$ cat src/rtl/lbza_pkg.sv
`timescale 1ns / 1ps
// ---------------------------------------------------------------------------
// lbza_pkg: shared types and constants of the lidar box zone alarm
// Fixed-point formats, pipeline widths, the arctangent table and the
// structs handed between the front end, the CORDIC cells and the back end.
// ---------------------------------------------------------------------------
package lbza_pkg;

    // scan geometry
    localparam int MAX_SAMPLES   = 1024;
    localparam int CORDIC_STAGES = 16;

    // angle constants in 2^-16 radian units
    localparam int TWO_PI_Q16  = 411775;
    localparam int PI_Q16      = 205887;
    localparam int HALF_PI_Q16 = 102944;

    // CORDIC start gain, Q30
    localparam longint unsigned GAIN_Q30 = 64'd652032874;
    // 10 square metres in Q8.24
    localparam logic [27:0] DIST_CAP = 28'd167772160;

    // sample index and window compare widths
    localparam int IDX_W  = $clog2(MAX_SAMPLES);
    localparam int WIN_W  = (IDX_W > 10) ? IDX_W : 10;
    localparam int PROD_W = IDX_W + 16;

    // unreduced angle, offset by one turn so it is never negative
    localparam longint unsigned U_MAX =
        longint'(MAX_SAMPLES - 1) * 65535 + 262143 + TWO_PI_Q16;
    localparam int U_W = $clog2(U_MAX + 1);

    // reciprocal of one turn for the reduction
    localparam int              RECIP_SH = 36;
    localparam longint unsigned RECIP    = (64'd1 << RECIP_SH) / TWO_PI_Q16;
    localparam int              RECIP_W  = $clog2(RECIP + 1);
    localparam int              Q_W      = U_W + RECIP_W - RECIP_SH;

    // datapath widths
    localparam int R_W   = 20;          // remainder, below two turns
    localparam int A_W   = R_W + 1;     // signed folded angle
    localparam int Z_W   = 20;          // CORDIC residual angle
    localparam int G_W   = 32;          // scaled start vector
    localparam int XY_W  = 36;          // CORDIC x and y, 28 fraction bits
    localparam int XR_W  = XY_W - 16;   // rounded Q4.12 coordinate
    localparam int CMP_W = XR_W + 1;    // box compare width
    localparam int SQ_W  = 32;          // squared range

    // configuration register indexes
    typedef enum logic [2:0] {
        REG_ANGLE_START = 3'd0,
        REG_ANGLE_STEP  = 3'd1,
        REG_FIRST_INDEX = 3'd2,
        REG_LAST_INDEX  = 3'd3,
        REG_NEAR_EDGE   = 3'd4,
        REG_FAR_EDGE    = 3'd5,
        REG_HALF_WIDTH  = 3'd6
    } cfg_reg_t;

    // configuration register file
    typedef struct packed {
        logic [18:0] angle_start;   // signed
        logic [15:0] angle_step;
        logic [9:0]  first_index;
        logic [9:0]  last_index;
        logic [15:0] near_edge;
        logic [15:0] far_edge;
        logic [15:0] half_width;
    } cfg_t;

    // item sideband that travels down the pipeline
    typedef struct packed {
        logic            valid;
        logic            last;
        logic            win;
        logic [SQ_W-1:0] sq;
    } side_t;

    // one CORDIC cell's worth of state
    typedef struct packed {
        side_t                  side;
        logic signed [XY_W-1:0] x;
        logic signed [XY_W-1:0] y;
        logic signed [Z_W-1:0]  z;
    } cordic_t;

    // round(atan(2^-i) * 2^16)
    function automatic logic signed [Z_W-1:0] atan_step(input int i);
        logic signed [Z_W-1:0] v;
        case (i)
            0:       v = Z_W'(51472);
            1:       v = Z_W'(30386);
            2:       v = Z_W'(16055);
            3:       v = Z_W'(8150);
            4:       v = Z_W'(4091);
            5:       v = Z_W'(2047);
            6:       v = Z_W'(1024);
            7:       v = Z_W'(512);
            8:       v = Z_W'(256);
            9:       v = Z_W'(128);
            10:      v = Z_W'(64);
            11:      v = Z_W'(32);
            12:      v = Z_W'(16);
            13:      v = Z_W'(8);
            14:      v = Z_W'(4);
            15:      v = Z_W'(2);
            16:      v = Z_W'(1);
            default: v = '0;
        endcase
        return v;
    endfunction

endpackage

$ cat src/rtl/lbza_front.sv
`timescale 1ns / 1ps
// ---------------------------------------------------------------------------
// lbza_front: sample indexing and angle preparation
// Counts the sample index, checks the window, forms and reduces the beam
// angle, folds it into the CORDIC range and scales the start vector.
// ---------------------------------------------------------------------------
module lbza_front
    import lbza_pkg::*;
(
    input  logic        aclk,
    input  logic        aresetn,
    input  logic        adv,
    input  cfg_t        cfg,
    input  logic        s_tvalid,
    input  logic [15:0] s_tdata,    // [15:0] range_sample
    input  logic        s_tlast,
    output cordic_t     cordic_out
);

    localparam logic signed [A_W-1:0] TWO_A  = A_W'(TWO_PI_Q16);
    localparam logic signed [A_W-1:0] PI_A   = A_W'(PI_Q16);
    localparam logic signed [A_W-1:0] HALF_A = A_W'(HALF_PI_Q16);

    logic                accept;
    logic                in_win;
    logic [IDX_W-1:0]    sample_count_reg, sample_count_next;

    // stage 1
    logic                valid1_reg, last1_reg, win1_reg;
    logic [PROD_W-1:0]   prod1_reg;
    logic [15:0]         range1_reg;
    // stage 2
    side_t               side2_reg;
    logic [U_W-1:0]      u2_reg;
    logic [15:0]         range2_reg;
    logic signed [U_W:0] angle_sum;
    // stage 3
    side_t               side3_reg;
    logic [U_W-1:0]      u3_reg;
    logic [Q_W-1:0]      q3_reg;
    logic [G_W-1:0]      g3_reg;
    logic [U_W+RECIP_W-1:0] q_prod;
    logic [16+30-1:0]    g_prod;
    // stage 4
    side_t               side4_reg;
    logic [R_W-1:0]      r4_reg;
    logic [G_W-1:0]      g4_reg;
    logic [U_W-1:0]      q_turns;

    // fold
    logic [R_W-1:0]        a1;
    logic signed [A_W-1:0] a1s, a2, a3;
    logic                  flip;
    logic signed [XY_W-1:0] g_ext;

    assign accept = s_tvalid && adv;
    assign in_win = (WIN_W'(sample_count_reg) >= WIN_W'(cfg.first_index)) &&
                    (WIN_W'(sample_count_reg) <= WIN_W'(cfg.last_index));

    // sample index, saturating, cleared after the last sample of a scan
    always_comb begin
        sample_count_next = sample_count_reg;
        if (s_tlast) begin
            sample_count_next = '0;
        end else if (sample_count_reg != IDX_W'(MAX_SAMPLES - 1)) begin
            sample_count_next = sample_count_reg + 1'b1;
        end
    end

    // unreduced angle plus one turn, and the two multiplies of stage 3
    assign angle_sum = $signed({1'b0, (U_W)'(prod1_reg)}) +
                       (U_W+1)'($signed(cfg.angle_start)) +
                       (U_W+1)'(TWO_PI_Q16);
    assign q_prod    = u2_reg * RECIP_W'(RECIP);
    assign g_prod    = range2_reg * 30'(GAIN_Q30);
    assign q_turns   = U_W'(q3_reg * U_W'(TWO_PI_Q16));

    // pipeline registers, only the index and valid bits are cleared
    always_ff @(posedge aclk) begin
        if (!aresetn) begin
            sample_count_reg <= '0;
            valid1_reg       <= 1'b0;
            side2_reg.valid  <= 1'b0;
            side3_reg.valid  <= 1'b0;
            side4_reg.valid  <= 1'b0;
        end else if (adv) begin
            if (accept) begin
                sample_count_reg <= sample_count_next;
            end
            valid1_reg      <= accept;
            side2_reg.valid <= valid1_reg;
            side3_reg.valid <= side2_reg.valid;
            side4_reg.valid <= side3_reg.valid;

            last1_reg  <= s_tlast;
            win1_reg   <= in_win;
            prod1_reg  <= sample_count_reg * cfg.angle_step;
            range1_reg <= s_tdata;

            side2_reg.last <= last1_reg;
            side2_reg.win  <= win1_reg;
            side2_reg.sq   <= range1_reg * range1_reg;
            u2_reg         <= angle_sum[U_W-1:0];
            range2_reg     <= range1_reg;

            side3_reg.last <= side2_reg.last;
            side3_reg.win  <= side2_reg.win;
            side3_reg.sq   <= side2_reg.sq;
            u3_reg         <= u2_reg;
            q3_reg         <= q_prod[U_W+RECIP_W-1:RECIP_SH];
            g3_reg         <= g_prod[14 +: G_W];

            side4_reg.last <= side3_reg.last;
            side4_reg.win  <= side3_reg.win;
            side4_reg.sq   <= side3_reg.sq;
            r4_reg         <= R_W'(u3_reg - q_turns);
            g4_reg         <= g3_reg;
        end
    end

    // finish the reduction, fold into [-pi/2, pi/2], set up the start vector
    always_comb begin
        a1   = (r4_reg >= R_W'(TWO_PI_Q16)) ? r4_reg - R_W'(TWO_PI_Q16) : r4_reg;
        a1s  = $signed({1'b0, a1});
        a2   = (a1s > PI_A) ? a1s - TWO_A : a1s;
        flip = 1'b0;
        a3   = a2;
        if (a2 > HALF_A) begin
            flip = 1'b1;
            a3   = a2 - PI_A;
        end else if (a2 < -HALF_A) begin
            flip = 1'b1;
            a3   = a2 + PI_A;
        end
        g_ext = $signed(XY_W'(g4_reg));
    end

    assign cordic_out.side = side4_reg;
    assign cordic_out.x    = flip ? -g_ext : g_ext;
    assign cordic_out.y    = '0;
    assign cordic_out.z    = Z_W'(a3);

    // the index never passes the last slot
    a_count_bound: assert property (@(posedge aclk) disable iff (!aresetn)
        sample_count_reg <= IDX_W'(MAX_SAMPLES - 1))
        else $error("sample index beyond table");

    // one correction step is enough for the reciprocal estimate
    a_rem_bound: assert property (@(posedge aclk) disable iff (!aresetn)
        side4_reg.valid |-> r4_reg < R_W'(2 * TWO_PI_Q16))
        else $error("angle reduction out of range");

    // folded angle lies within a quarter turn
    a_fold_bound: assert property (@(posedge aclk) disable iff (!aresetn)
        side4_reg.valid |-> (a3 <= HALF_A) && (a3 >= -HALF_A))
        else $error("folded angle out of range");

endmodule

$ cat config.mk
export PLATFORM = sky130hd
export DESIGN_NAME = lbza_front
export DESIGN_NICKNAME = d
export VERILOG_FILES = /design/src/rtl/lbza_pkg.sv /design/src/rtl/lbza_front.sv
export SDC_FILE = /design/constraint.sdc
export NUM_CORES = 2
export LEC_CHECK = 0
export BUFFER_PORTS_ARGS = -buffer_cell sky130_fd_sc_hd__buf_2
export CAP_MARGIN = 10
export CELL_PAD_IN_SITES_DETAIL_PLACEMENT = 1
export CELL_PAD_IN_SITES_GLOBAL_PLACEMENT = 1
export CORE_MARGIN = 4
export CORE_UTILIZATION = 55
export CTS_CLUSTER_SIZE = 12
export DETAILED_ROUTE_END_ITERATION = 10
export MAX_ROUTING_LAYER = met4
export PLACE_DENSITY = 0.88
export SLEW_MARGIN = 30
export SYNTH_ARGS = -nofsm -noshare
export SYNTH_HDL_FRONTEND = slang
export SYNTH_SLANG_ARGS = --single-unit
export TNS_END_PERCENT = 50
$ cat constraint.sdc
create_clock -name aclk -period 19.2 [get_ports aclk]
set_clock_uncertainty 0.05 [all_clocks]
set_input_delay 1.92 -clock aclk [delete_from_list [all_inputs] [get_ports aclk]]
set_output_delay 1.92 -clock aclk [all_outputs]
set_load 0.005 [all_outputs]
## After elaboration in Yosys (flattened, before gate mapping)

Cells that the tools add are included.

- Bits in registers: 316
- Input port bits: 124
- Output and inout bits: 127
- Logic and storage cells: 60

- Add/sub/neg operators: 9
- Multiply operators: 5
- $lt $le $gt $ge: 6
- Equal/unequal tests: 1
- Muxes and demuxes: 9
- Reduce and logical (&&, ||, !) cells: 5

Operators with widths:

| cell | number |
|---|---|
| two-way mux 20 bit | 3 |
| multiplier 16 x 29 -> 45 bit, second input constant | 1 |
| multiplier 27 x 18 -> 45 bit, second input constant | 1 |
| subtractor 20 x 19 -> 20 bit, second input constant | 2 |
| two-way mux 36 bit | 1 |
| negation 32 -> 36 bit | 1 |
| multiplier 16 x 16 -> 32 bit | 1 |
| adder 27 x 19 -> 27 bit | 1 |
| adder 27 x 20 -> 27 bit, second input constant | 1 |
| multiplier 10 x 16 -> 26 bit | 1 |
| greater-than comparator 21 x 18 -> 1 bit, second input constant | 1 |
| < comparator 21 x 18 -> 1 bit, second input constant | 1 |
| two-way mux 21 bit | 1 |
| subtractor 20 x 19 -> 21 bit, second input constant | 1 |
| adder 20 x 19 -> 20 bit, second input constant | 1 |
| >= comparator 20 x 19 -> 1 bit, second input constant | 1 |
| greater-than comparator 20 x 18 -> 1 bit, second input constant | 1 |
| multiplier 9 x 19 -> 20 bit, second input constant | 1 |
| two-way mux 10 bit | 2 |
| subtractor 20 bit | 1 |
| adder 10 x 1 -> 10 bit, second input constant | 1 |
| >= comparator 10 bit | 1 |
| <= comparator 10 bit | 1 |
| inequality test 10 bit, second input constant | 1 |
| 5 further kinds | 7 |

## Logic depth before layout (Yosys ltp)

- Word-level depth: 8
- Depth in mapped cells: 29
- Depth with buffers taken out: 28

## Least setup slack after synthesis

OpenSTA, ideal clock, no wires.

- Kind: input to register
- Start: input adv
- End: register side4_reg, in the netlist cordic_out[100], enable pin
- Setup time: 0.696 ns
- Arrival: 8.968 ns
- Required time: 18.454 ns
- Slack: 9.486 ns
- Stages: 2
- Path buffers: 1
- Path through: clkbuf_1 > and2_1

- Cells in the longest elaborated chain, start to end: 1

Ends and longest elaborated chain:

| item | line | RTL |
|---|---|---|
| start: declaration | lbza_front.sv:12 | `input logic adv,` |
| AND reduction 2 bit (no line) | n/a |  |
| end: declaration | lbza_front.sv:45 | `side_t side4_reg;` |

Every way passes these cells.
A chain may end at the register's enable or synchronous reset.

==> results.yml <==
timing:
  period_share_pct: 45.4
  hold_ws_ps: 334
  setup_violations: 0
  rsz0062_at_grt: "no"
  final_hold_viol_count: 0
  worst_pin_slew_ps: 989
  finalMaxSlewViolations: 0
  finalCriticalPeriod_ps: 8720
  relSlewSlack_pct: 34.1
  fin_ws_ps: 10480
  clock.fmax_mhz: 115
  setup_tns_ps: 0
cts:
  cts_hold_buf: 0
  clock_sinks: 312
  clock_latency_ps: 610
  postCtsSetupRepairBufs: 0
  clk_pin_slew_ps: 60
  cts_buffers: 39
  cts_tree: "yes"
  cts_root_buf: "clkbuf_16"
  htreeDepth: 2
  clockBufferDepth: 3
  ctsResizeCount: 0
global_route:
  antenna_found_initial: 3
  grt_pass1_wl_um: 199000
  grt_usage_pct: 30.6
  grt_overflow: 0
  grt_max_degree: 167
  grt_pass1_vias: 35906
synthesis:
  synth.area.top_cells: "fa_1 31%, edfxtp_1 20%, ha_1 17%"
  netlist_area_mm2: 0.0443
  synth_top_family_by_area: "adder cells"
  synthAdderAreaFrac_pct: 48.0
  synth-xor-area-share_pct: 4.68
  yosysTopAreaCellShare_pct: 31.1
  synth.avg_cell_area_um2: 10.4
  async_reset_ff_share_pct: 0
  yosysWarnings: 0
  synthTopCellsByCount: "1074 x inv_1, 688 x fa_1, 599 x ha_1"
  synth_enable_flop_cells: 298
  syn-instance-count: 4264
  yosys_register_bits: 312
  synth_area_leader_cell: "fa_1"
  yosys.area_share.simple_pct: 8.99
  synthMuxAreaShare_pct: 0.305
  seq_area_frac_synth_pct: 20.8
  ys_types: 95
  yosysMostFrequentCell: "inv_1"
  ys.flop_type: "edfxtp_1"
  synth-compound-area-share_pct: 6.69
detailed_routing:
  drc: 0
  drt_wl_total_um: 125000
  vias_per_cell: 5.64
  antenna_left: 0
  drt-initial-drc-count: 1741
  post_drt_wl_per_cell_um: 22.7
  vias: 30979
  dr.pass1.iters: 7
die:
  io_pins: 251
  start_util_pct: 55.8
  dieArea_mm2: 0.0851
  die_y_um: 292
  core_area_mm2: 0.0794
  die_width_um: 292
  rows: 103
critical_path:
  crit_path_start_kind: "register"
  worstSetupEndpointType: "primary output"
  cp_slowest_cell: "nor2_1"
  cp_cell_sequence: "nor2_2 > a21oi_1 > nor2_1 > a2111oi_0 > or4_4 > a2111oi_4 > nor2b_1 > nor2_2 > xnor2_1 > inv_1 > ha_1 > inv_1 > o2111ai_1 > a311oi_2 > buf_4 > a21bo_2 > o22ai_1 > xor2_1 > buf_2"
  cp_data_required_time_ps: 17230
  max_stage_delay_ps: 690
  worstSetupPathType: "register to primary output"
  arrival_ps: 6750
  cp_max_fo: 20
placement:
  place_area_mm2: 0.0461
  portBuffers: 165
  dp_hpwl_um: 102000
  pre_cts_slack_ps: 11050
  gp_congestion: 0.946
outcome:
  status: "complete, no violations"
final_layout:
  fin_nets: 5818
  area_delta_synth_final_pct: 6.86
  design_area_mm2: 0.0473
  drive_above_1_share_pct: 6.69
job:
  drv_cap: 0
hold_path:
  worst_hold_path_type: "register to register"
## metrics by stage
step | cells | util (%)
2_1_floorplan | 4300 | -
3_3_place_gp | 5416 | 58.0
3_5_place_dp | 5416 | 58.0
4_1_cts | 5487 | 59.6
5_1_grt | 5490 | 59.6
6_report | 5490 | 59.6
## cell usage in the layout, fill, tap and decap left out, drive strengths merged, types with 40 or more instances in the layout
| master | netlist | routed |
|---|---|---|
| xnor2 | 182 | 182 |
| nor3 | 59 | 59 |
| fa | 688 | 688 |
| buf | 55 | 175 |
| nor2b | 40 | 40 |
| inv | 1074 | 1079 |
| o21ai | 85 | 85 |
| nor2 | 156 | 156 |
| a21oi | 103 | 103 |
| ha | 599 | 599 |
| and2 | 123 | 123 |
| nand3 | 48 | 48 |
| nand2 | 256 | 256 |
| xor2 | 54 | 54 |
| edfxtp | 298 | 298 |
| clkbuf | 54 | 51 |
## worst paths after layout
kind / from / to / slack (ps) / cells after the start
worst max register to register: range2_reg[3]$_DFFE_PP_ / g3_reg[31]$_DFFE_PP_ / 11070 / 26
worst min register to register: side3_reg[10]$_DFFE_PP_ / cordic_out[102]$_DFFE_PP_ / 330 / 0
worst min-delay path: side3_reg[10]$_DFFE_PP_ / cordic_out[102]$_DFFE_PP_ / 330 / 0
worst max-delay path: r4_reg[15]$_DFFE_PP_ / cordic_out[15] / 10480 / 19
## logic make-up (layout without fill, tap and decap cells)
logic type / after synthesis / in the layout
fa+ha+maj: 1287 / 1287
simple gates: 805 / 805
compound gates: 427 / 427
flops: 312 / 312
mux: 13 / 13
buf+inv: 1183 / 1320
other cells: 1 / 40
xor+xnor: 236 / 236
## cell type report
| class | instances | area, um2 |
|---|---|---|
| diodes | 3 | 7.51 |
| clock buffers | 51 | 1060 |
| clock inverters | 20 | 203 |
| fillers | 8692 | 32100 |
| inverters | 1074 | 4030 |
| multi-input cells | 2805 | 30600 |
| flip-flops and latches | 312 | 9230 |
| well taps | 1050 | 1310 |
| repair buffers | 175 | 917 |
## layer usage
layer | track usage, % | vias to the layer above | share of wire [%]
met5 | - | - | 0
met4 | 11.7 | 0 | 4.4
met3 | 4.24 | 359 | 4.9
met1 | 36.0 | 16026 | 39
met2 | 53.5 | 901 | 52
li1 | - | 13693 | -
## worst max-delay path, delay by kind of cell, from the launching register on
| family | cells | cell delay (ps) |
|---|---|---|
| AND/OR/NAND/NOR | 5 | 2490 |
| AO/OA/AOI/OAI | 7 | 1810 |
| buffers and inverters | 4 | 630 |
| XOR/XNOR | 2 | 540 |
| flip-flops | 1 | 500 |
| adder cells (fa/ha/maj) | 1 | 200 |
Power is not shown: default switching activity piles up to over one toggle a cycle in this logic, so the estimate is an artifact.
