$ cat config.mk
export PLATFORM = sky130hd
export DESIGN_NAME = lbza_cordic_cell
export DESIGN_NICKNAME = d
export VERILOG_FILES = /design/src/rtl/lbza_pkg.sv /design/src/rtl/lbza_cordic_cell.sv
export SDC_FILE = /design/constraint.sdc
export NUM_CORES = 1
export LEC_CHECK = 0
export BUFFER_PORTS_ARGS = -buffer_cell sky130_fd_sc_hd__buf_2
export CORE_ASPECT_RATIO = 0.7
export CORE_MARGIN = 2
export CORE_UTILIZATION = 50
export DETAILED_ROUTE_END_ITERATION = 16
export PLACE_DENSITY = 0.75
export SYNTH_ARGS = -nofsm -noshare
export SYNTH_HDL_FRONTEND = slang
export SYNTH_SLANG_ARGS = --single-unit
$ cat constraint.sdc
create_clock -name aclk -period 9 [get_ports aclk]
set_input_delay 1.35 -clock aclk [delete_from_list [all_inputs] [get_ports aclk]]
set_output_delay 1.35 -clock aclk [all_outputs]
set_load 0.01 [all_outputs]
$ cat src/rtl/lbza_pkg.sv
`timescale 1ns / 1ps
// ---------------------------------------------------------------------------
// lbza_pkg: shared types and constants of the lidar box zone alarm
// Fixed-point formats, pipeline widths, the arctangent table and the
// structs handed between the front end, the CORDIC cells and the back end.
// ---------------------------------------------------------------------------
package lbza_pkg;

    // scan geometry
    localparam int MAX_SAMPLES   = 1024;
    localparam int CORDIC_STAGES = 16;

    // angle constants in 2^-16 radian units
    localparam int TWO_PI_Q16  = 411775;
    localparam int PI_Q16      = 205887;
    localparam int HALF_PI_Q16 = 102944;

    // CORDIC start gain, Q30
    localparam longint unsigned GAIN_Q30 = 64'd652032874;
    // 10 square metres in Q8.24
    localparam logic [27:0] DIST_CAP = 28'd167772160;

    // sample index and window compare widths
    localparam int IDX_W  = $clog2(MAX_SAMPLES);
    localparam int WIN_W  = (IDX_W > 10) ? IDX_W : 10;
    localparam int PROD_W = IDX_W + 16;

    // unreduced angle, offset by one turn so it is never negative
    localparam longint unsigned U_MAX =
        longint'(MAX_SAMPLES - 1) * 65535 + 262143 + TWO_PI_Q16;
    localparam int U_W = $clog2(U_MAX + 1);

    // reciprocal of one turn for the reduction
    localparam int              RECIP_SH = 36;
    localparam longint unsigned RECIP    = (64'd1 << RECIP_SH) / TWO_PI_Q16;
    localparam int              RECIP_W  = $clog2(RECIP + 1);
    localparam int              Q_W      = U_W + RECIP_W - RECIP_SH;

    // datapath widths
    localparam int R_W   = 20;          // remainder, below two turns
    localparam int A_W   = R_W + 1;     // signed folded angle
    localparam int Z_W   = 20;          // CORDIC residual angle
    localparam int G_W   = 32;          // scaled start vector
    localparam int XY_W  = 36;          // CORDIC x and y, 28 fraction bits
    localparam int XR_W  = XY_W - 16;   // rounded Q4.12 coordinate
    localparam int CMP_W = XR_W + 1;    // box compare width
    localparam int SQ_W  = 32;          // squared range

    // configuration register indexes
    typedef enum logic [2:0] {
        REG_ANGLE_START = 3'd0,
        REG_ANGLE_STEP  = 3'd1,
        REG_FIRST_INDEX = 3'd2,
        REG_LAST_INDEX  = 3'd3,
        REG_NEAR_EDGE   = 3'd4,
        REG_FAR_EDGE    = 3'd5,
        REG_HALF_WIDTH  = 3'd6
    } cfg_reg_t;

    // configuration register file
    typedef struct packed {
        logic [18:0] angle_start;   // signed
        logic [15:0] angle_step;
        logic [9:0]  first_index;
        logic [9:0]  last_index;
        logic [15:0] near_edge;
        logic [15:0] far_edge;
        logic [15:0] half_width;
    } cfg_t;

    // item sideband that travels down the pipeline
    typedef struct packed {
        logic            valid;
        logic            last;
        logic            win;
        logic [SQ_W-1:0] sq;
    } side_t;

    // one CORDIC cell's worth of state
    typedef struct packed {
        side_t                  side;
        logic signed [XY_W-1:0] x;
        logic signed [XY_W-1:0] y;
        logic signed [Z_W-1:0]  z;
    } cordic_t;

    // round(atan(2^-i) * 2^16)
    function automatic logic signed [Z_W-1:0] atan_step(input int i);
        logic signed [Z_W-1:0] v;
        case (i)
            0:       v = Z_W'(51472);
            1:       v = Z_W'(30386);
            2:       v = Z_W'(16055);
            3:       v = Z_W'(8150);
            4:       v = Z_W'(4091);
            5:       v = Z_W'(2047);
            6:       v = Z_W'(1024);
            7:       v = Z_W'(512);
            8:       v = Z_W'(256);
            9:       v = Z_W'(128);
            10:      v = Z_W'(64);
            11:      v = Z_W'(32);
            12:      v = Z_W'(16);
            13:      v = Z_W'(8);
            14:      v = Z_W'(4);
            15:      v = Z_W'(2);
            16:      v = Z_W'(1);
            default: v = '0;
        endcase
        return v;
    endfunction

endpackage

$ cat src/rtl/lbza_cordic_cell.sv
`timescale 1ns / 1ps
// ---------------------------------------------------------------------------
// lbza_cordic_cell: one rotation step of the CORDIC chain
// Rotates (x, y) by plus or minus atan(2^-i) toward zero residual angle
// and registers the result for the next cell.
// ---------------------------------------------------------------------------
module lbza_cordic_cell
    import lbza_pkg::*;
(
    input  logic                  aclk,
    input  logic                  aresetn,
    input  logic                  adv,
    input  logic [4:0]            shift_amt,
    input  logic signed [Z_W-1:0] atan_val,
    input  cordic_t               cell_in,
    output cordic_t               cell_out
);

    cordic_t                cell_reg, cell_next;
    logic signed [XY_W-1:0] dx, dy;

    // shift-and-add rotation
    always_comb begin
        dx        = cell_in.y >>> shift_amt;
        dy        = cell_in.x >>> shift_amt;
        cell_next = cell_in;
        if (cell_in.z >= 0) begin
            cell_next.x = cell_in.x - dx;
            cell_next.y = cell_in.y + dy;
            cell_next.z = cell_in.z - atan_val;
        end else begin
            cell_next.x = cell_in.x + dx;
            cell_next.y = cell_in.y - dy;
            cell_next.z = cell_in.z + atan_val;
        end
    end

    // hand over to the neighbor
    always_ff @(posedge aclk) begin
        if (!aresetn) begin
            cell_reg.side.valid <= 1'b0;
        end else if (adv) begin
            cell_reg <= cell_next;
        end
    end

    assign cell_out = cell_reg;

endmodule

Word level (Yosys, flattened, before mapping) --
Index checks and enable logic that the tools add are counted.
Operators by class: $add $sub $neg 6, order comparisons 1, shifts and indexed selects 2, muxes and demuxes 1, reduce and logical (&&, ||, !) cells 1
Operator list (number):
- $mux W92 | 1
- $add A36 B36 Y36 | 2
- $sshr A36 B5 Y36 | 2
- $sub A36 B36 Y36 | 2
- $add A20 B20 Y20 | 1
- $ge A20 B1 Y1 const B | 1
- $sub A20 B20 Y20 | 1
- $reduce_and A2 Y1 | 1
Storage, ports and cells: register bits 127, output and inout bits 127

Depth between registers and ports, before layout --
Gate-level depths: netlist of run 1.
depth after elaboration 3, depth in mapped cells 28, mapped depth without buffers 22

Least setup slack after synthesis of run 1 --
No wires, ideal clock.
kind input port to flip-flop, start input shift_amt[1], end register cell_reg (netlist bit cell_out[55]), data pin, arrival 6.896 ns, path slack 1.838 ns, stages on the path 25, path buffers 6, cell sequence buf_6 > buf_6 > buf_6 > buf_6 > buf_4 > buf_1 > mux4_2 > mux4_2 > mux2i_1 > ha_1 > nand3_1 > or3_1 > o21ai_0 > xnor2_1 > ha_1 > and3_1 > nand4_1 > nor2_1 > o2111ai_1 > a211o_1 > o32ai_1 > a311oi_1 > o31ai_1 > o41ai_1 > xnor2_1
RTL lines:
- start: declaration | line lbza_cordic_cell.sv:13 | input logic [4:0] shift_amt,
- end signal: assignment | line lbza_cordic_cell.sv:43 | cell_reg <= cell_next;
- end: declaration | line lbza_cordic_cell.sv:19 | cordic_t cell_reg, cell_next;

==> results of run 1 <==
==> synthesized netlist by cell type, drive strengths merged, types with 6 or more instances <==
library cell | instances | area [um^2]
a2111oi | 6 | 52.6
a211oi | 15 | 118
a21o | 35 | 263
a21oi | 101 | 509
a221oi | 7 | 61.3
a22o | 7 | 61.3
a22oi | 14 | 105
a31oi | 18 | 113
and2 | 14 | 90.1
and3 | 11 | 68.8
buf | 51 | 318
clkbuf | 38 | 143
edfxtp | 126 | 3780
ha | 93 | 1160
inv | 41 | 154
mux2 | 41 | 465
mux2i | 59 | 603
mux4 | 87 | 1960
nand2 | 146 | 548
nand2b | 25 | 156
nand3 | 36 | 185
nand4 | 11 | 68.8
nor2 | 117 | 439
nor2b | 31 | 194
nor3 | 33 | 170
nor3b | 8 | 60.1
nor4 | 8 | 65.1
o211ai | 12 | 90.1
o21a | 25 | 188
o21ai | 96 | 480
o21bai | 10 | 75.1
o22ai | 24 | 150
o31ai | 16 | 120
o41ai | 8 | 77.6
or2 | 7 | 43.8
or3 | 7 | 48.8
xnor2 | 88 | 771
xor2 | 70 | 613
==> tightest hold or removal path: stages (launching register included) <==
cell,delay (ns)
dfxtp_1,0.31
mux2i_1,0.13
nor2b_1,0.07
==> where the power goes <==
| group | internal [mW] | switching, mW | leakage (nW) | total, mW |
|---|---|---|---|---|
| Combinational | 0.590 | 0.876 | 5.74 | 1.47 |
| Clock | 0.367 | 0.329 | 0.276 | 0.695 |
| Sequential | 0.789 | 0.0187 | 1.19 | 0.807 |
==> per-stage QoR <==
stage / power, mW / area, um^2
finish: 2.97 / 17700
global route: 3.12 / 17700
CTS: 2.94 / 17700
detailed placement: 2.24 / 17200
global placement: 2.22 / 17200
floorplan: 1.80 / 15400
==> kinds of logic (layout without fill, tap and decap cells) <==
family / count (synthesis) / count (layout)
AO/OA/AOI/OAI: 464 / 464
flip-flops: 127 / 127
other: 0 / 1
multiplexers: 187 / 187
adder cells (fa/ha/maj): 96 / 96
AND/OR/NAND/NOR: 467 / 467
buffers and inverters: 132 / 383
XOR/XNOR: 158 / 158
==> cell type report <==
class,count,area [um^2]
Sequential cell,127,3800
Inverter,43,161
Clock inverter,15,143
Multi-Input combinational cell,1372,11000
Timing Repair Buffer,308,1670
Tap cell,412,515
Clock buffer,17,425
Fill cell,2688,12400
Antenna cell,1,2.50
==> routing by layer <==
| layer | share of wire (%) | wire length [um] | global-route usage (%) |
|---|---|---|---|
| met5 | 0.090 | 53 | 1.82 |
| met4 | 2.0 | 1140 | 8.32 |
| met3 | 13 | 7840 | 13.2 |
| met2 | 41 | 23800 | 48.2 |
| met1 | 44 | 25800 | 52.5 |
==> how the worst max path moves through the flow <==
stage	start	endpoint	slack, ns	cells past startpoint
floorplan	shift_amt[1]	cell_out[55]	1.84	25
global placement	shift_amt[1]	cell_out[91]	0.36	20
detailed placement	shift_amt[1]	cell_out[91]	0.19	20
CTS	shift_amt[1]	cell_out[91]	0.64	20
global route	shift_amt[1]	cell_out[91]	0.46	20
finish	shift_amt[1]	cell_out[91]	0.56	20
==> flow_summary.json, run 1 <==
{
  "final_core_util_pct": 58.8,
  "fmax_ghz": 0.118,
  "clock_latency_ns": 0.44,
  "antenna_found_initial": 1,
  "whs_path_depth": 2,
  "place_inst": 2262,
  "crit-reg2reg-capture": "cell_out[126]",
  "ir_drop_mv": 0.126,
  "tightest_slew_ns": 1.11,
  "crit_top_cell": "o21ai_0",
  "synth_ff_type": "edfxtp_1",
  "relSlewSlack_pct": 25.8,
  "p_leak_nw": 7.21,
  "port_buffers": 281,
  "clk_pin_slew_worst_paths_ns": 0.06,
  "dieArea_um2": 32300,
  "path_cells": "buf_4, mux4_2, mux2i_1, o32ai_1, a211oi_2, nand3_1, or4_1, o41ai_1, xor2_1, ha_1, nand4_1, inv_1, nand2_1, a2111oi_1, o21ai_0, a31o_2, o21ai_0, a21o_1, a21oi_1, xnor2_1",
  "critPathLaunchType": "input port",
  "layout.cells.most_common": "buf_2",
  "die_h_um": 151,
  "cts_tree": "built",
  "ctsHtreeMaxLevel": 4,
  "dp_slack_ns": 0.194,
  "gp_congestion": 1.01,
  "root_buffer": "clkbuf_16",
  "setup_slack_ns": 0.556,
  "fin_worst_skew_ns": 0,
  "grt_usage_pct": 35.5,
  "period_share_pct": 93.8,
  "final_cell_mix": "buf_2 (278), nand2_1 (146), edfxtp_1 (126), nor2_1 (117), a21oi_1 (100)",
  "crit_arrival_ns": 8.63,
  "min_to": "cell_out[126]",
  "grt_pass1_wl_um": 87100,
  "netlist_area_um2": 15400,
  "ys_types": 97,
  "die_x_um": 214,
  "ctsHoldBuffers": 0,
  "cts_buffers": 17,
  "drt_iter0_markers": 1817,
  "setup_violations": 0,
  "synth_compound_area_share_pct": 20.2,
  "synth-simple-area-share_pct": 14.7,
  "post-cts-setup-buffer-count": 0,
  "synth_edf_count": 126,
  "grt_max_degree": 70,
  "crit_family": "compound AO/OA/AOI/OAI gates",
  "dp_hpwl_um": 45800,
  "grt_setup_unrepaired": "false",
  "largest_reg_flops": 127,
  "cpMaxStageDelayCell": "a2111oi_1",
  "grt_pass1_vias": 13800,
  "power.density_nw_per_um2": 167,
  "io_pins": 282,
  "fin_cells": 2295,
  "path_class": "input port to flip-flop",
  "setup_tns_ns": 0,
  "worst-path-buf-inv": 2,
  "synth_top_family_by_area": "compound AO/OA/AOI/OAI gates",
  "crit_path_max_fanout": 65,
  "ys_seq_area_share_pct": 24.6,
  "postRouteAntennaNets": 0,
  "ys_ff_latch": 127,
  "coreArea_um2": 30200,
  "wl_per_cell_um": 25.5,
  "yosys_warnings": 0,
  "required_ns": 9.19,
  "synth_xor_xnor_area_share_pct": 8.97,
  "hp-class": "flip-flop to flip-flop",
  "drive_above_1_share_pct": 26.1,
  "initial_core_util_pct": 51.2,
  "drt_pass1_iterations": 6,
  "cts.repair.resized": 0,
  "syn-num-nets": 1882,
  "grt_overflow": 0,
  "r2r_slack_ns": 8.39,
  "drv_slew": 0,
  "synth_mux_area_share_pct": 19.6,
  "r2r-start": "cell_out[126]",
  "num_vias": 15300,
  "syn_inst": 1631,
  "synthArstFlopShare_pct": 0,
  "cts.sinks": 127,
  "syn_area_per_cell_um2": 9.46,
  "route.detailed.drc": 0,
  "std_cell_rows": 53,
  "hold_violations": 0,
  "cp_slowest_stage_delay_ns": 1.03,
  "whs_ns": 0.550,
  "period_needed_ns": 8.44,
  "via_per_inst": 6.65,
  "area_growth_pct": 14.9,
  "rr_worst_depth": 2,
  "status": "complete, no violations",
  "clk_path_buf_depth": 2,
  "hold_path.startpoint": "cell_out[126]",
  "drv_cap": 0,
  "synthAdderAreaFrac_pct": 7.93,
  "crit_path_end_kind": "flip-flop",
  "routed_wl_um": 58600,
  "nets": 2120
}
Power figures use the tool's default switching activity.
==> run 2: changes to the inputs <==
--- a/config.mk
+++ b/config.mk
@@ -5,6 +5,7 @@
 export SDC_FILE = /design/constraint.sdc
 export NUM_CORES = 1
 export LEC_CHECK = 0
+export ABC_AREA = 1
 export BUFFER_PORTS_ARGS = -buffer_cell sky130_fd_sc_hd__buf_2
 export CORE_ASPECT_RATIO = 0.7
 export CORE_MARGIN = 2
==> flow_summary.json, run 2 <==
{
  "status": "complete, no violations",
  "initial_core_util_pct": 51.3,
  "ys_seq_area_share_pct": 24.5,
  "grt_max_degree": 76,
  "fin_worst_skew_ns": 0,
  "critPathLaunchType": "input port",
  "synthTopCellsByArea": "edfxtp_1 (24%), nand2_1 (18%), nand3_1 (15%), ha_1 (7.5%), xor2_1 (6.3%)",
  "ys_ff_latch": 127,
  "ctsHoldBuffers": 0,
  "power.density_nw_per_um2": 166,
  "largest_reg_flops": 127,
  "synth.most_common_cell": "nand2_1",
  "area_growth_pct": 14.1,
  "syn_inst": 2416,
  "grt_overflow": 0,
  "required_ns": 9.20,
  "clock_latency_ns": 0.44,
  "grt_pass1_vias": 15200,
  "multi_input_area_um2": 10500,
  "fillCellCount": 3050,
  "min_to": "cell_out[126]",
  "period_needed_ns": 6.69,
  "layout.cells.most_common": "nand2_1",
  "ir_drop_mv": 0.111,
  "fmax_ghz": 0.150,
  "wl_met2_um": 21400,
  "highest_layer": "met5",
  "yosys_warnings": 0,
  "cts.repair.resized": 0,
  "ff_latch_area_um2": 3800,
  "io_pins": 282,
  "die_x_um": 215,
  "clk_pin_slew_worst_paths_ns": 0.07,
  "synth_top_cell_area_share_pct": 24.3,
  "relSlewSlack_pct": 18.2,
  "dp_hpwl_um": 46100,
  "std_cell_rows": 53,
  "path_class": "input port to flip-flop",
  "routed_wl_um": 57000,
  "grt_pass1_wl_um": 85400,
  "p_total_mw": 2.94,
  "num_vias": 17600,
  "crit_path_max_fanout": 68,
  "crit_path_end_kind": "flip-flop",
  "netlist_area_um2": 15500,
  "wl_met3_um": 7530,
  "antenna_found_initial": 6,
  "critPathLaunch": "shift_amt[1]",
  "crit_arrival_ns": 6.89,
  "via_per_inst": 5.73,
  "wl_per_cell_um": 18.6,
  "cts_tree": "built",
  "syn_area_per_cell_um2": 6.43,
  "clk_path_buf_depth": 2,
  "cts_buffers": 17,
  "hold_violations": 0,
  "coreArea_um2": 30300,
  "route.detailed.drc": 0,
  "dieArea_um2": 32500,
  "port_buffers": 281,
  "drv_slew": 0,
  "r2r-start": "cell_out[126]",
  "ys_types": 49,
  "synth_common_cells": "nand2_1 (743), nand3_1 (480), inv_1 (197), nor2_1 (163), edfxtp_1 (126)",
  "tightest_slew_ns": 1.22,
  "drt_pass1_iterations": 6,
  "period_share_pct": 74.3,
  "whs_path_depth": 2,
  "nets": 2892,
  "drt_iter0_markers": 2557,
  "root_buffer": "clkbuf_16",
  "ctsHtreeMaxLevel": 4,
  "synthArstFlopShare_pct": 0,
  "p_leak_nw": 8.85,
  "setup_violations": 0,
  "synth_edf_count": 126,
  "grt_usage_pct": 33.9,
  "gp_congestion": 1.00,
  "setup_tns_ns": 0,
  "synth_ff_type": "edfxtp_1",
  "hp-class": "flip-flop to flip-flop",
  "drv_cap": 0,
  "syn-num-nets": 2667,
  "postRouteAntennaNets": 0,
  "post-cts-setup-buffer-count": 0,
  "hold_path.startpoint": "cell_out[126]",
  "wl_met1_um": 27000,
  "crit-reg2reg-capture": "cell_out[126]",
  "die_h_um": 152,
  "grt_setup_unrepaired": "false",
  "r2r_slack_ns": 8.36,
  "final_cell_mix": "nand2_1 (743), nand3_1 (480), buf_2 (281), inv_1 (196), nor2_1 (163)",
  "cts.sinks": 127,
  "drive_above_1_share_pct": 14.8,
  "rr_worst_depth": 2,
  "synth_top_area_cell": "edfxtp_1"
}
## run 2: cell types whose count changed after synthesis, sizes merged, moves of 59 or more
cell,previous run,this run
nand3,36,485
nor2,117,183
nand2,146,763
mux4,87,0
inv,41,211
mux2i,59,0
## run 2: kinds of logic after synthesis
family / after synthesis / share of synthesized area, %
simple gates: 1476 / 41.3
buf+inv: 302 / 8.12
compound gates: 264 / 9.68
xor+xnor: 151 / 8.51
flops: 127 / 24.5
fa+ha+maj: 96 / 7.87
## run 2: metrics by stage
stage          hold slack (ns)  utilization [%]  std cells  setup slack, ns  instance area, um^2
3_5_place_dp             0.536             56.5       3034             2.19                17100
4_1_cts                  0.551             58.5       3066             2.66                17700
6_report                 0.556             58.5       3067             2.31                17700
3_3_place_gp             0.519             56.5       3034             2.15                17100
5_1_grt                  0.613             58.5       3067             2.10                17700
2_1_floorplan            0.555                -       2416             4.12                15500
## run 2: layout make-up
type / instances / area share [%]
antenna: 1 / 0.0141
sequential: 127 / 21.4
clock inverter: 14 / 1.02
clock buffer: 18 / 2.42
tap: 412 / 2.91
timing repair buffer: 295 / 8.59
inverter: 213 / 4.54
multi-input combinational: 1987 / 59.1
## run 2: worst max path at each step
stage | cells after the start | slack, ns | endpoint
CTS | 24 | 2.66 | cell_out[49]
global route | 25 | 2.10 | cell_out[49]
detailed placement | 24 | 2.19 | cell_out[49]
global placement | 24 | 2.15 | cell_out[49]
floorplan | 26 | 4.12 | cell_out[79]
finish | 25 | 2.31 | cell_out[49]
## run 2: critical path: stages
cell,delay (ns)
buf_2,0.10
buf_4,0.58
nand3_1,0.22
nand3_1,0.16
nand3_1,0.19
nand2_1,0.26
nand2_1,0.10
nand2_1,0.12
nand2_1,0.07
nor2_1,0.14
nand3_2,0.14
nor2_4,0.19
nor2_1,0.07
xnor2_1,0.27
inv_1,0.09
ha_1,0.38
nand2_1,0.12
nor2_1,0.21
nand2_1,0.08
nor4_1,0.93
a21oi_1,0.41
o21bai_1,0.37
nand2_1,0.10
nand2_1,0.09
xor2_1,0.07
## run 2: report_power, final
part           total (mW)  switching [mW]  internal, mW
clock network       0.747           0.307         0.441
logic                1.39           0.925         0.466
registers           0.805          0.0197         0.785
total                2.94            1.25          1.69
## run 2: metal layers
metal / vias up / global-route usage, %
met4: 10 / 7.53
li1: 8584 / -
met5: - / 1.52
met3: 74 / 12.5
met2: 919 / 44.2
met1: 7999 / 51.6
