==> config.mk <==
export PLATFORM = sky130hd
export DESIGN_NAME = lbza_back
export DESIGN_NICKNAME = d
export VERILOG_FILES = /design/src/rtl/lbza_pkg.sv /design/src/rtl/lbza_back.sv
export SDC_FILE = /design/constraint.sdc
export NUM_CORES = 1
export LEC_CHECK = 0
export ABC_AREA = 1
export BUFFER_PORTS_ARGS = -buffer_cell sky130_fd_sc_hd__buf_2
export CAP_MARGIN = 25
export CORE_MARGIN = 8
export CORE_UTILIZATION = 49
export CTS_BUF_LIST = sky130_fd_sc_hd__clkbuf_16
export DETAILED_ROUTE_END_ITERATION = 8
export GPL_ROUTABILITY_DRIVEN = 0
export PLACE_DENSITY = 0.9
export REMOVE_ABC_BUFFERS = 1
export SYNTH_ARGS = -nofsm -noshare
export SYNTH_HDL_FRONTEND = slang
export SYNTH_SLANG_ARGS = --single-unit
==> constraint.sdc <==
create_clock -name aclk -period 4.6 [get_ports aclk]
set_clock_uncertainty 0.1 [all_clocks]
set_input_delay 0.92 -clock aclk [delete_from_list [all_inputs] [get_ports aclk]]
set_output_delay 0.92 -clock aclk [all_outputs]
set_load 0.02 [all_outputs]
==> src/rtl/lbza_pkg.sv <==
`timescale 1ns / 1ps
// ---------------------------------------------------------------------------
// lbza_pkg: shared types and constants of the lidar box zone alarm
// Fixed-point formats, pipeline widths, the arctangent table and the
// structs handed between the front end, the CORDIC cells and the back end.
// ---------------------------------------------------------------------------
package lbza_pkg;

    // scan geometry
    localparam int MAX_SAMPLES   = 1024;
    localparam int CORDIC_STAGES = 16;

    // angle constants in 2^-16 radian units
    localparam int TWO_PI_Q16  = 411775;
    localparam int PI_Q16      = 205887;
    localparam int HALF_PI_Q16 = 102944;

    // CORDIC start gain, Q30
    localparam longint unsigned GAIN_Q30 = 64'd652032874;
    // 10 square metres in Q8.24
    localparam logic [27:0] DIST_CAP = 28'd167772160;

    // sample index and window compare widths
    localparam int IDX_W  = $clog2(MAX_SAMPLES);
    localparam int WIN_W  = (IDX_W > 10) ? IDX_W : 10;
    localparam int PROD_W = IDX_W + 16;

    // unreduced angle, offset by one turn so it is never negative
    localparam longint unsigned U_MAX =
        longint'(MAX_SAMPLES - 1) * 65535 + 262143 + TWO_PI_Q16;
    localparam int U_W = $clog2(U_MAX + 1);

    // reciprocal of one turn for the reduction
    localparam int              RECIP_SH = 36;
    localparam longint unsigned RECIP    = (64'd1 << RECIP_SH) / TWO_PI_Q16;
    localparam int              RECIP_W  = $clog2(RECIP + 1);
    localparam int              Q_W      = U_W + RECIP_W - RECIP_SH;

    // datapath widths
    localparam int R_W   = 20;          // remainder, below two turns
    localparam int A_W   = R_W + 1;     // signed folded angle
    localparam int Z_W   = 20;          // CORDIC residual angle
    localparam int G_W   = 32;          // scaled start vector
    localparam int XY_W  = 36;          // CORDIC x and y, 28 fraction bits
    localparam int XR_W  = XY_W - 16;   // rounded Q4.12 coordinate
    localparam int CMP_W = XR_W + 1;    // box compare width
    localparam int SQ_W  = 32;          // squared range

    // configuration register indexes
    typedef enum logic [2:0] {
        REG_ANGLE_START = 3'd0,
        REG_ANGLE_STEP  = 3'd1,
        REG_FIRST_INDEX = 3'd2,
        REG_LAST_INDEX  = 3'd3,
        REG_NEAR_EDGE   = 3'd4,
        REG_FAR_EDGE    = 3'd5,
        REG_HALF_WIDTH  = 3'd6
    } cfg_reg_t;

    // configuration register file
    typedef struct packed {
        logic [18:0] angle_start;   // signed
        logic [15:0] angle_step;
        logic [9:0]  first_index;
        logic [9:0]  last_index;
        logic [15:0] near_edge;
        logic [15:0] far_edge;
        logic [15:0] half_width;
    } cfg_t;

    // item sideband that travels down the pipeline
    typedef struct packed {
        logic            valid;
        logic            last;
        logic            win;
        logic [SQ_W-1:0] sq;
    } side_t;

    // one CORDIC cell's worth of state
    typedef struct packed {
        side_t                  side;
        logic signed [XY_W-1:0] x;
        logic signed [XY_W-1:0] y;
        logic signed [Z_W-1:0]  z;
    } cordic_t;

    // round(atan(2^-i) * 2^16)
    function automatic logic signed [Z_W-1:0] atan_step(input int i);
        logic signed [Z_W-1:0] v;
        case (i)
            0:       v = Z_W'(51472);
            1:       v = Z_W'(30386);
            2:       v = Z_W'(16055);
            3:       v = Z_W'(8150);
            4:       v = Z_W'(4091);
            5:       v = Z_W'(2047);
            6:       v = Z_W'(1024);
            7:       v = Z_W'(512);
            8:       v = Z_W'(256);
            9:       v = Z_W'(128);
            10:      v = Z_W'(64);
            11:      v = Z_W'(32);
            12:      v = Z_W'(16);
            13:      v = Z_W'(8);
            14:      v = Z_W'(4);
            15:      v = Z_W'(2);
            16:      v = Z_W'(1);
            default: v = '0;
        endcase
        return v;
    endfunction

endpackage

==> src/rtl/lbza_back.sv <==
`timescale 1ns / 1ps
// ---------------------------------------------------------------------------
// lbza_back: box test, scan accumulation and result register
// Rounds the rotated point, tests it against the box, keeps the scan
// alarm and least squared distance and emits one result per scan.
// ---------------------------------------------------------------------------
module lbza_back
    import lbza_pkg::*;
(
    input  logic        aclk,
    input  logic        aresetn,
    input  cfg_t        cfg,
    input  cordic_t     point_in,
    output logic        stall,
    output logic        m_tvalid,
    input  logic        m_tready,
    output logic [31:0] m_tdata     // [0] alarm, [28:1] min_sq_dist, rest zero
);

    logic signed [XY_W-1:0]  x_bias, y_bias;
    logic signed [XR_W-1:0]  xr, yr;
    logic signed [CMP_W-1:0] xc, yc, ay;
    logic                    in_box, hit, take;
    logic                    alarm_reg, alarm_next;
    logic [27:0]             least_reg, least_next;
    logic                    out_valid_reg;
    logic                    out_alarm_reg;
    logic [27:0]             out_min_reg;

    // round to Q4.12 and test against the box
    always_comb begin
        x_bias = point_in.x + XY_W'(32768);
        y_bias = point_in.y + XY_W'(32768);
        xr     = x_bias[XY_W-1:16];
        yr     = y_bias[XY_W-1:16];
        xc     = CMP_W'(xr);
        yc     = CMP_W'(yr);
        ay     = (yc < 0) ? -yc : yc;
        in_box = (xc >= $signed(CMP_W'(cfg.near_edge))) &&
                 (xc <= $signed(CMP_W'(cfg.far_edge))) &&
                 (ay <= $signed(CMP_W'(cfg.half_width)));
        hit    = point_in.side.win && in_box;
    end

    // hold the chain only when a result is due and the last one is still held
    assign stall = point_in.side.valid && point_in.side.last &&
                   out_valid_reg && !m_tready;
    assign take  = point_in.side.valid && !stall;

    // running scan figures including this point
    always_comb begin
        alarm_next = alarm_reg | hit;
        least_next = least_reg;
        if (point_in.side.win && (point_in.side.sq < SQ_W'(least_reg))) begin
            least_next = point_in.side.sq[27:0];
        end
    end

    // accumulators and result register
    always_ff @(posedge aclk) begin
        if (!aresetn) begin
            alarm_reg     <= 1'b0;
            least_reg     <= DIST_CAP;
            out_valid_reg <= 1'b0;
        end else begin
            if (m_tready) begin
                out_valid_reg <= 1'b0;
            end
            if (take) begin
                if (point_in.side.last) begin
                    alarm_reg     <= 1'b0;
                    least_reg     <= DIST_CAP;
                    out_valid_reg <= 1'b1;
                end else begin
                    alarm_reg <= alarm_next;
                    least_reg <= least_next;
                end
            end
        end
    end

    // result payload
    always_ff @(posedge aclk) begin
        if (take && point_in.side.last) begin
            out_alarm_reg <= alarm_next;
            out_min_reg   <= least_next;
        end
    end

    assign m_tvalid = out_valid_reg;
    assign m_tdata  = {3'b000, out_min_reg, out_alarm_reg};

    // least distance never climbs above the start value
    a_least_cap: assert property (@(posedge aclk) disable iff (!aresetn)
        least_reg <= DIST_CAP)
        else $error("least distance above cap");

    // end of scan clears the accumulators
    a_scan_clear: assert property (@(posedge aclk) disable iff (!aresetn)
        take && point_in.side.last |=> !alarm_reg && (least_reg == DIST_CAP))
        else $error("scan state not cleared");

    // a held end of scan keeps a result on the output
    a_stall_out: assert property (@(posedge aclk) disable iff (!aresetn)
        stall |=> m_tvalid)
        else $error("stall without pending result");

endmodule

Word level (Yosys, flattened, before mapping)
Index checks and enable logic that the tools add are counted.
Widths: inputs -> output; s select.
- bitwise logic cells: 1
- order comparisons: 5
- mux-type cells: 7
- reductions and logical operators: 11
- $add $sub $neg: 3
- operator list (operator ; count):
    $add 36x17->36 const B ; 2
    $mux 28 ; 2
    $lt 32x28->1 ; 1
    $le 21x17->1 ; 1
    $mux 21 ; 1
    $neg 20->21 ; 1
    $ge 20x17->1 ; 1
    $le 20x17->1 ; 1
    $lt 20x1->1 const B ; 1
    $logic_and 1x1->1 ; 9
    $mux 1 ; 4
    $logic_not 1->1 ; 2
    $or 1x1->1 ; 1
- output and inout bits: 34
- bits in registers: 59
- input bits: 233

Depth between registers and ports, before layout
Gate-level depths: netlist of run 1.
- depth after elaboration: 8
- mapped depth: 29
- mapped depth without buffers: 28

Least setup slack after synthesis of run 1
Ideal clock, no wire load.
- path type: input-to-reg
- start point: in point_in[35] in the netlist's numbering
- end point: reg out_alarm_reg, data pin
- cell stages on the path: 28
- setup time: 255 ps
- arrival time: 3506 ps
- path slack: 739 ps
- path through: ha_1 > nand2_1 > nor2_4 > nand2_4 > nor2_4 > nand2_2 > nor2_4 > xor2_2 > inv_1 > a31oi_1 > xor2_1 > inv_1 > ha_1 > nand2_1 > nor2_1 > nand2_1 > nor2_1 > nand2_1 > nand2_1 > nand2_1 > nand2_1 > nand2_1 > nand2_1 > a21oi_1 > nand3_1 > nor2_1 > nand4_2 > nand2_1
- cells in the longest elaborated chain, start to end: 7
- elaborated cells on any way between the ends: 8
- RTL lines (item ; RTL line ; RTL):
    from (decl) ; lbza_back.sv:13 ; input cordic_t point_in,
    $add 36x17->36 (*) ; lbza_back.sv:33 ; y_bias = point_in.y + XY_W'(32768);
    $neg 20->21 or $lt 20x1->1 (tied branches) ; lbza_back.sv:38 ; ay = (yc < 0) ? -yc : yc;
    $mux 21 (*) ; lbza_back.sv:38 ;
    $le 21x17->1 (*) ; lbza_back.sv:41 ; (ay <= $signed(CMP_W'(cfg.half_width)));
    $logic_and 1x1->1 (*) ; lbza_back.sv:40 ; (xc <= $signed(CMP_W'(cfg.far_edge))) &&
    $logic_and 1x1->1 (*) ; lbza_back.sv:42 ; hit = point_in.side.win && in_box;
    $or 1x1->1 (*) ; lbza_back.sv:52 ; alarm_next = alarm_reg | hit;
    via alarm_next ; lbza_back.sv:24 ; logic alarm_reg, alarm_next;
    to (signal assigned) ; lbza_back.sv:85 ; out_alarm_reg <= alarm_next;
    to (decl) ; lbza_back.sv:27 ; logic out_alarm_reg;
The timed path passes the listed nets; every way through them passes the cells marked *.
A chain may end at the register's enable or synchronous reset.

Worst setup path after layout of run 1
Same ends and word-level chain as after synthesis.

==> impl_results.md, run 1 <==
* Status: finished, final reports clean
* Setup CP Type: primary input to register
* Gr usage total at 0.193
* Type of element launching the critical path: primary input
* Initial antenna violation count at 6
* Post-cts resize count at 0
* Critical path fanouts, max at 3
* Wire length per cell at 13.1 um
* Global-route wire length before repair at 25400 um
* Ys async rst share at 0
* Total gr overflow at 0
* Post-DRT Antenna Nets at 0
* Vias per inst at 5.08
* Placed cell area at 6790 sq um
* Most used routing layer in global routing: met2
* Syn Area/Cell at 6.82 sq um
* Met1 Use GR at 0.217
* CTS tree: built
* Tmin final at 3.96 ns
* Required @ worst endpoint at 4.70 ns
* Commonest cells in the netlist: nand2_1, inv_1, ha_1
* Least-Margin Pin Slew at 1.02 ns
* Largest net degree at the start of global routing at 37
* Vias at 5947
* Initial core utilization at 0.494
* RSZ-0062 raised after global routing: false
* Clock latency on the worst-skew pair at 0.33 ns
* Max-Cap Viols at 0
* Setup Fix Bufs, Post-CTS at 0
* CTS Buffer Depth at 2
* Max IR drop VDD at 0.000173 V
* Power per cell area at 218 nW/um^2
* Worst setup EP type: register
* Clock net sink count at 59
* Slew Limit Fails at 0
* FP Rows at 40
* Met2 usage at 0.340
* HPWL Detailed at 12300 um
* # port buffers at 158
* CTS hold repair buffers at 0
* TritonCTS Buffers at 9
* Pre-antenna DRT Iters at 5
* Setup violations, final at 0
* FMAX at 252 MHz
* Synth-to-Final Area Change at 20.5%
* Top cell type's share of synthesized area at 0.167
* Fin area at 7050 sq um
* Die area at 15700 sq um
* Core Area at 11900 sq um
* Leakage at 3.74 nW
* Fin. Hold Viols at 0
* Synth cell types at 40
* Share of cells above drive strength 1 at 0.200
* Post-Syn Area at 5850 sq um
* Slew headroom at 0.317
* Root Driver: clkbuf_16
* # nets final at 1327
* Synth area leaders: ha_1, nand2_1, edfxtp_1, dfxtp_1, inv_1
* Post-synthesis register bit count at 59
* Period utilisation layout at 0.862
* Vias in the first global route at 5744
* Register clock-pin slew on the reported worst setup and hold paths at 0.05 ns
* Synth Instances at 858
* Cell with the most instances after synthesis: nand2_1
* WL final at 15300 um
* Synth area leader: ha_1
* Top FF cell, synth: dfxtp_1
* Final setup TNS at 0 ns
* H-tree lvl count at 3
* Worst path arrival time at 4.06 ns
* Die Y at 125 um
* Post-synthesis sequential area ratio at 0.251
* Post-synth EDFFs at 29
* I/O pins at 267
* Die width at 125 um
* GR Util met3 at 0.0684
* DR DRC count at 0
* Hold Crit Class: register to register
* Starting DRT DRC Count at 327
* Yosys warns at 0
[cell usage in the layout, fill, tap and decap left out, types with 2 or more instances in the layout]
master     Yosys  routed
edfxtp_1      29      29
diode_2        0       2
inv_2          3       3
inv_1        151     151
nor4_1         2       2
o31ai_1        2       2
a21oi_2        2       2
clkinv_1       0       2
nand2_2        6       6
clkbuf_16      0       9
nand3_1       34      34
nor3_1        13      13
nor2_1        56      55
ha_1          78      78
nor3_2         3       3
nand4_1       17      17
nor2_4         5       5
nand2_1      243     243
clkinv_2       0       4
a21oi_1       66      66
dfxtp_1       30      30
xnor2_1        6       6
xor2_1        31      31
nor2_2         3       4
o21a_1        27      27
o21ai_0       17      17
nand3b_1       4       4
buf_2          5     158
conb_1         1       3
buf_4          4       3
[where the power goes]
group          total (W)  switching, W  internal (W)
combinational   0.000392      0.000237      0.000155
sequential      0.000569    0.00000449      0.000565
clock           0.000578      0.000223      0.000355
[cell families (layout without fill, tap and decap cells)]
logic type                 count (synthesis)  in the layout  synth area share
AOI/OAI and AO/OA                        122            122             0.121
xor gates and xnor gates                  38             38            0.0581
DFF                                       59             59             0.251
buffers and inverters                    171            332             0.115
other                                      1              5          0.000641
and+or+nand+nor                          389            389             0.287
adders and majority gates                 78             78             0.167
[worst paths after layout]
path | to | slack (ns) | from | cells after the start
worst max-delay path | out_alarm_reg | 0.64 | point_in[35] | 27
worst min-delay path | least_reg[26] | 0.36 | least_reg[26] | 2
worst max register to register | least_reg[8] | 1.79 | least_reg[1] | 15
worst min register to register | least_reg[26] | 0.36 | least_reg[26] | 2
[stage by stage]
stage / power, W / hold slack, ns / worst slack, ns / std cells / util
global placement: 0.000955 / 0.352 / 0.363 / 1152 / 0.572
floorplan: 0.000824 / 0.345 / 0.519 / 843 / -
finish: 0.00154 / 0.361 / 0.636 / 1170 / 0.595
detailed placement: 0.000967 / 0.355 / 0.303 / 1152 / 0.572
CTS: 0.00155 / 0.363 / 0.642 / 1168 / 0.594
global route: 0.00163 / 0.381 / 0.192 / 1170 / 0.595
[layout make-up]
type,count,area [sq um]
diodes,2,5.00
fillers,1027,4810
inverters,154,578
multi-input cells,630,3720
repair buffers,162,833
clock buffers,9,225
well taps,147,184
clock inverters,7,35.0
flip-flops and latches,59,1470
[metal layers]
layer / up-vias / share of wire
li1: 3089 / -
met1: 2607 / 0.42
met2: 219 / 0.48
met3: 24 / 0.080
met4: 8 / 0.014
met5: - / 0.0032
[critical path, cell delays in order]
cell	delay (ns)
buf_2	0.11
ha_1	0.22
xnor2_1	0.27
ha_1	0.23
nand3_1	0.07
nor2_1	0.13
nand3_1	0.12
nor2_2	0.17
nand3_2	0.12
nand2_1	0.13
xor2_1	0.15
ha_1	0.26
nand2_1	0.09
inv_1	0.04
nand2_1	0.05
nand2_1	0.05
a21oi_1	0.11
nand2_1	0.07
nand2_1	0.06
nand2_1	0.04
nand2_1	0.05
nand2_1	0.04
a21oi_1	0.11
nand3_1	0.08
nor2_1	0.15
nand4_2	0.11
nand2_1	0.08
No activity file was read; power rests on OpenSTA's default activity.
==> inputs of run 2 (changes only) <==
--- a/config.mk
+++ b/config.mk
@@ -8,12 +8,13 @@
 export ABC_AREA = 1
 export BUFFER_PORTS_ARGS = -buffer_cell sky130_fd_sc_hd__buf_2
 export CAP_MARGIN = 25
-export CORE_MARGIN = 8
-export CORE_UTILIZATION = 49
+export CORE_MARGIN = 5
+export CORE_UTILIZATION = 45
 export CTS_BUF_LIST = sky130_fd_sc_hd__clkbuf_16
+export CTS_CLUSTER_SIZE = 25
 export DETAILED_ROUTE_END_ITERATION = 8
 export GPL_ROUTABILITY_DRIVEN = 0
-export PLACE_DENSITY = 0.9
+export PLACE_DENSITY = 0.84
 export REMOVE_ABC_BUFFERS = 1
 export SYNTH_ARGS = -nofsm -noshare
 export SYNTH_HDL_FRONTEND = slang
==> run 2 against run 1 <==
  * Register-to-register slack lost 0.06 ns
  * Clock power increased by 8.1%
  * Final area increased by 0.64%
  * Hold slack better by 0.0025 ns
  * Combinational power is essentially flat
  * Via count down 2.3%
  * Die area decreased by 2.0%
  * Critical endpoint unchanged
==> impl_results.md, run 2 (synthesized netlist as in run 1, its figures left out) <==
* RSZ-0062 raised after global routing: false
* Placed Cells at 1177 (+2.2%)
* Fin. Hold Viols at 0 (unchanged)
* Required @ worst endpoint at 4.58 ns (-0.12 ns)
* Overall power consumption at 0.00158 W (+3.0%)
* Initial antenna violation count at 3 (-3)
* Power per cell area at 223 nW/um^2 (+2.3%)
* CTS Buffer Depth at 2 (unchanged)
* Setup CP Type: primary input to register
* Commonest non-fill, non-tap cells in the layout: nand2_1, buf_2, inv_1, ha_1, a21oi_1
* Vias per inst at 4.87 (-4.2%)
* Pre-antenna DRT Iters at 5 (unchanged)
* Largest net degree at the start of global routing at 35 (-5.4%)
* HPWL Detailed at 12000 um (-2.6%)
* Share of cells above drive strength 1 at 0.198 (-0.00176)
* FP Rows at 41 (+2.5%)
* I/O pins at 267 (unchanged)
* WL final at 14600 um (-4.6%)
* Max incr delay on CP at 0.26 ns (about the same)
* Total gr overflow at 0 (unchanged)
* Tmin final at 3.94 ns (-0.0247 ns)
* Root Driver: clkbuf_16
* Synth-to-Final Area Change at 21.3%
* DR DRC count at 0 (unchanged)
* Setup Fix Bufs, Post-CTS at 0 (unchanged)
* Max IR drop VDD at 0.000175 V (+0.87%)
* Die width at 124 um (-0.99%)
* Die Y at 124 um (-0.99%)
* Finished Layout Cells at 1193 (+2.0%)
* Worst path arrival time at 3.92 ns (-0.14 ns)
* Wire length per cell at 12.3 um (-6.4%)
* Vias at 5811 (-2.3%)
* # nets final at 1327 (unchanged)
* Status: finished, final reports clean
* Leakage at 3.75 nW (+0.41%)
* Clock net sink count at 59 (unchanged)
* Die area at 15400 sq um (-2.0%)
* Post-DRT Antenna Nets at 0 (unchanged)
* Type of element launching the critical path: primary input
* Slew headroom at 0.307 (-0.00945)
* Clock latency on the worst-skew pair at 0.32 ns (about the same)
* Setup violations, final at 0 (unchanged)
* Register clock-pin slew on the reported worst setup and hold paths at 0.05 ns (about the same)
* Post-cts resize count at 0 (unchanged)
* Worst setup EP type: register
* Crit-path slowest cell: ha_1
* TritonCTS Buffers at 9 (unchanged)
* Gr usage total at 0.184 (-0.00822)
* Crit path top cell by count: nand2_1
* Least-Margin Pin Slew at 1.04 ns (+0.0142 ns)
* H-tree lvl count at 3 (unchanged)
* CTS tree: built
* Initial core utilization at 0.462 (-0.0315)
* FMAX at 254 MHz (+0.63%)
* CTS hold repair buffers at 0 (unchanged)
* Vias in the first global route at 5336 (-7.1%)
* Core Area at 12700 sq um (+6.8%)
* Global-route wire length before repair at 23100 um (-9.0%)
* Filler cells at 1185 (+15%)
* Max-Cap Viols at 0 (unchanged)
* Commonest non-fill, non-tap cell in the layout: nand2_1
* Hold Crit Class: register to register
* Period utilisation layout at 0.856 (-0.00537)
* Critical path fanouts, max at 8 (+5)
* Starting DRT DRC Count at 360 (+10%)
* # port buffers at 158 (unchanged)
* Slew Limit Fails at 0 (unchanged)
* Final setup TNS at 0 ns (unchanged)
-- run 2: area by class of cell --
| cell class | count | area [sq um] | share of cell area |
|---|---|---|---|
| Clock inverter | 6 | 51.3 | 0.00723 |
| Tap cell | 172 | 215 | 0.0303 |
| Timing Repair Buffer | 162 | 833 | 0.117 |
| Antenna cell | 1 | 2.50 | 0.000352 |
| Sequential cell | 59 | 1470 | 0.207 |
| Inverter | 154 | 578 | 0.0814 |
| Clock buffer | 9 | 225 | 0.0317 |
| Multi-Input combinational cell | 630 | 3720 | 0.524 |
-- run 2: worst paths after layout --
kind                                    start             to  slack, ns  cells after the start
worst max-delay path             point_in[36]  out_alarm_reg       0.66                     29
worst min-delay path             least_reg[8]   least_reg[8]       0.36                      2
worst max register to register  least_reg[19]   least_reg[8]       1.73                     15
worst min register to register   least_reg[8]   least_reg[8]       0.36                      2
-- run 2: report_power, final --
part	leakage (nW)	switching (W)	internal (W)
sequential	0.523	0.00000409	0.000565
combinational	3.08	0.000236	0.000155
clock	0.145	0.000218	0.000407
-- run 2: layer usage --
layer  wire [um]  global-route usage
met4         211              0.0452
met3        1160              0.0441
met1        6360               0.231
met5          21                   0
met2        6880               0.320
-- run 2: critical path: cells and delay by family --
kind | cells | cell delay, ns
AOI/OAI and AO/OA | 2 | 0.28
adders and majority gates | 2 | 0.46
xor gates and xnor gates | 2 | 0.32
and+or+nand+nor | 20 | 1.64
buffers and inverters | 3 | 0.31
-- run 2: stage by stage --
step                      setup WS [ns]  area (sq um)  utilization  hold slack, ns
after floorplan                   0.519          5770            -           0.345
after global placement            0.353          6820        0.538           0.352
after detailed placement          0.290          6820        0.538           0.356
after CTS                         0.637          7100        0.560           0.364
after global routing              0.237          7100        0.560           0.380
final                             0.660          7100        0.560           0.364
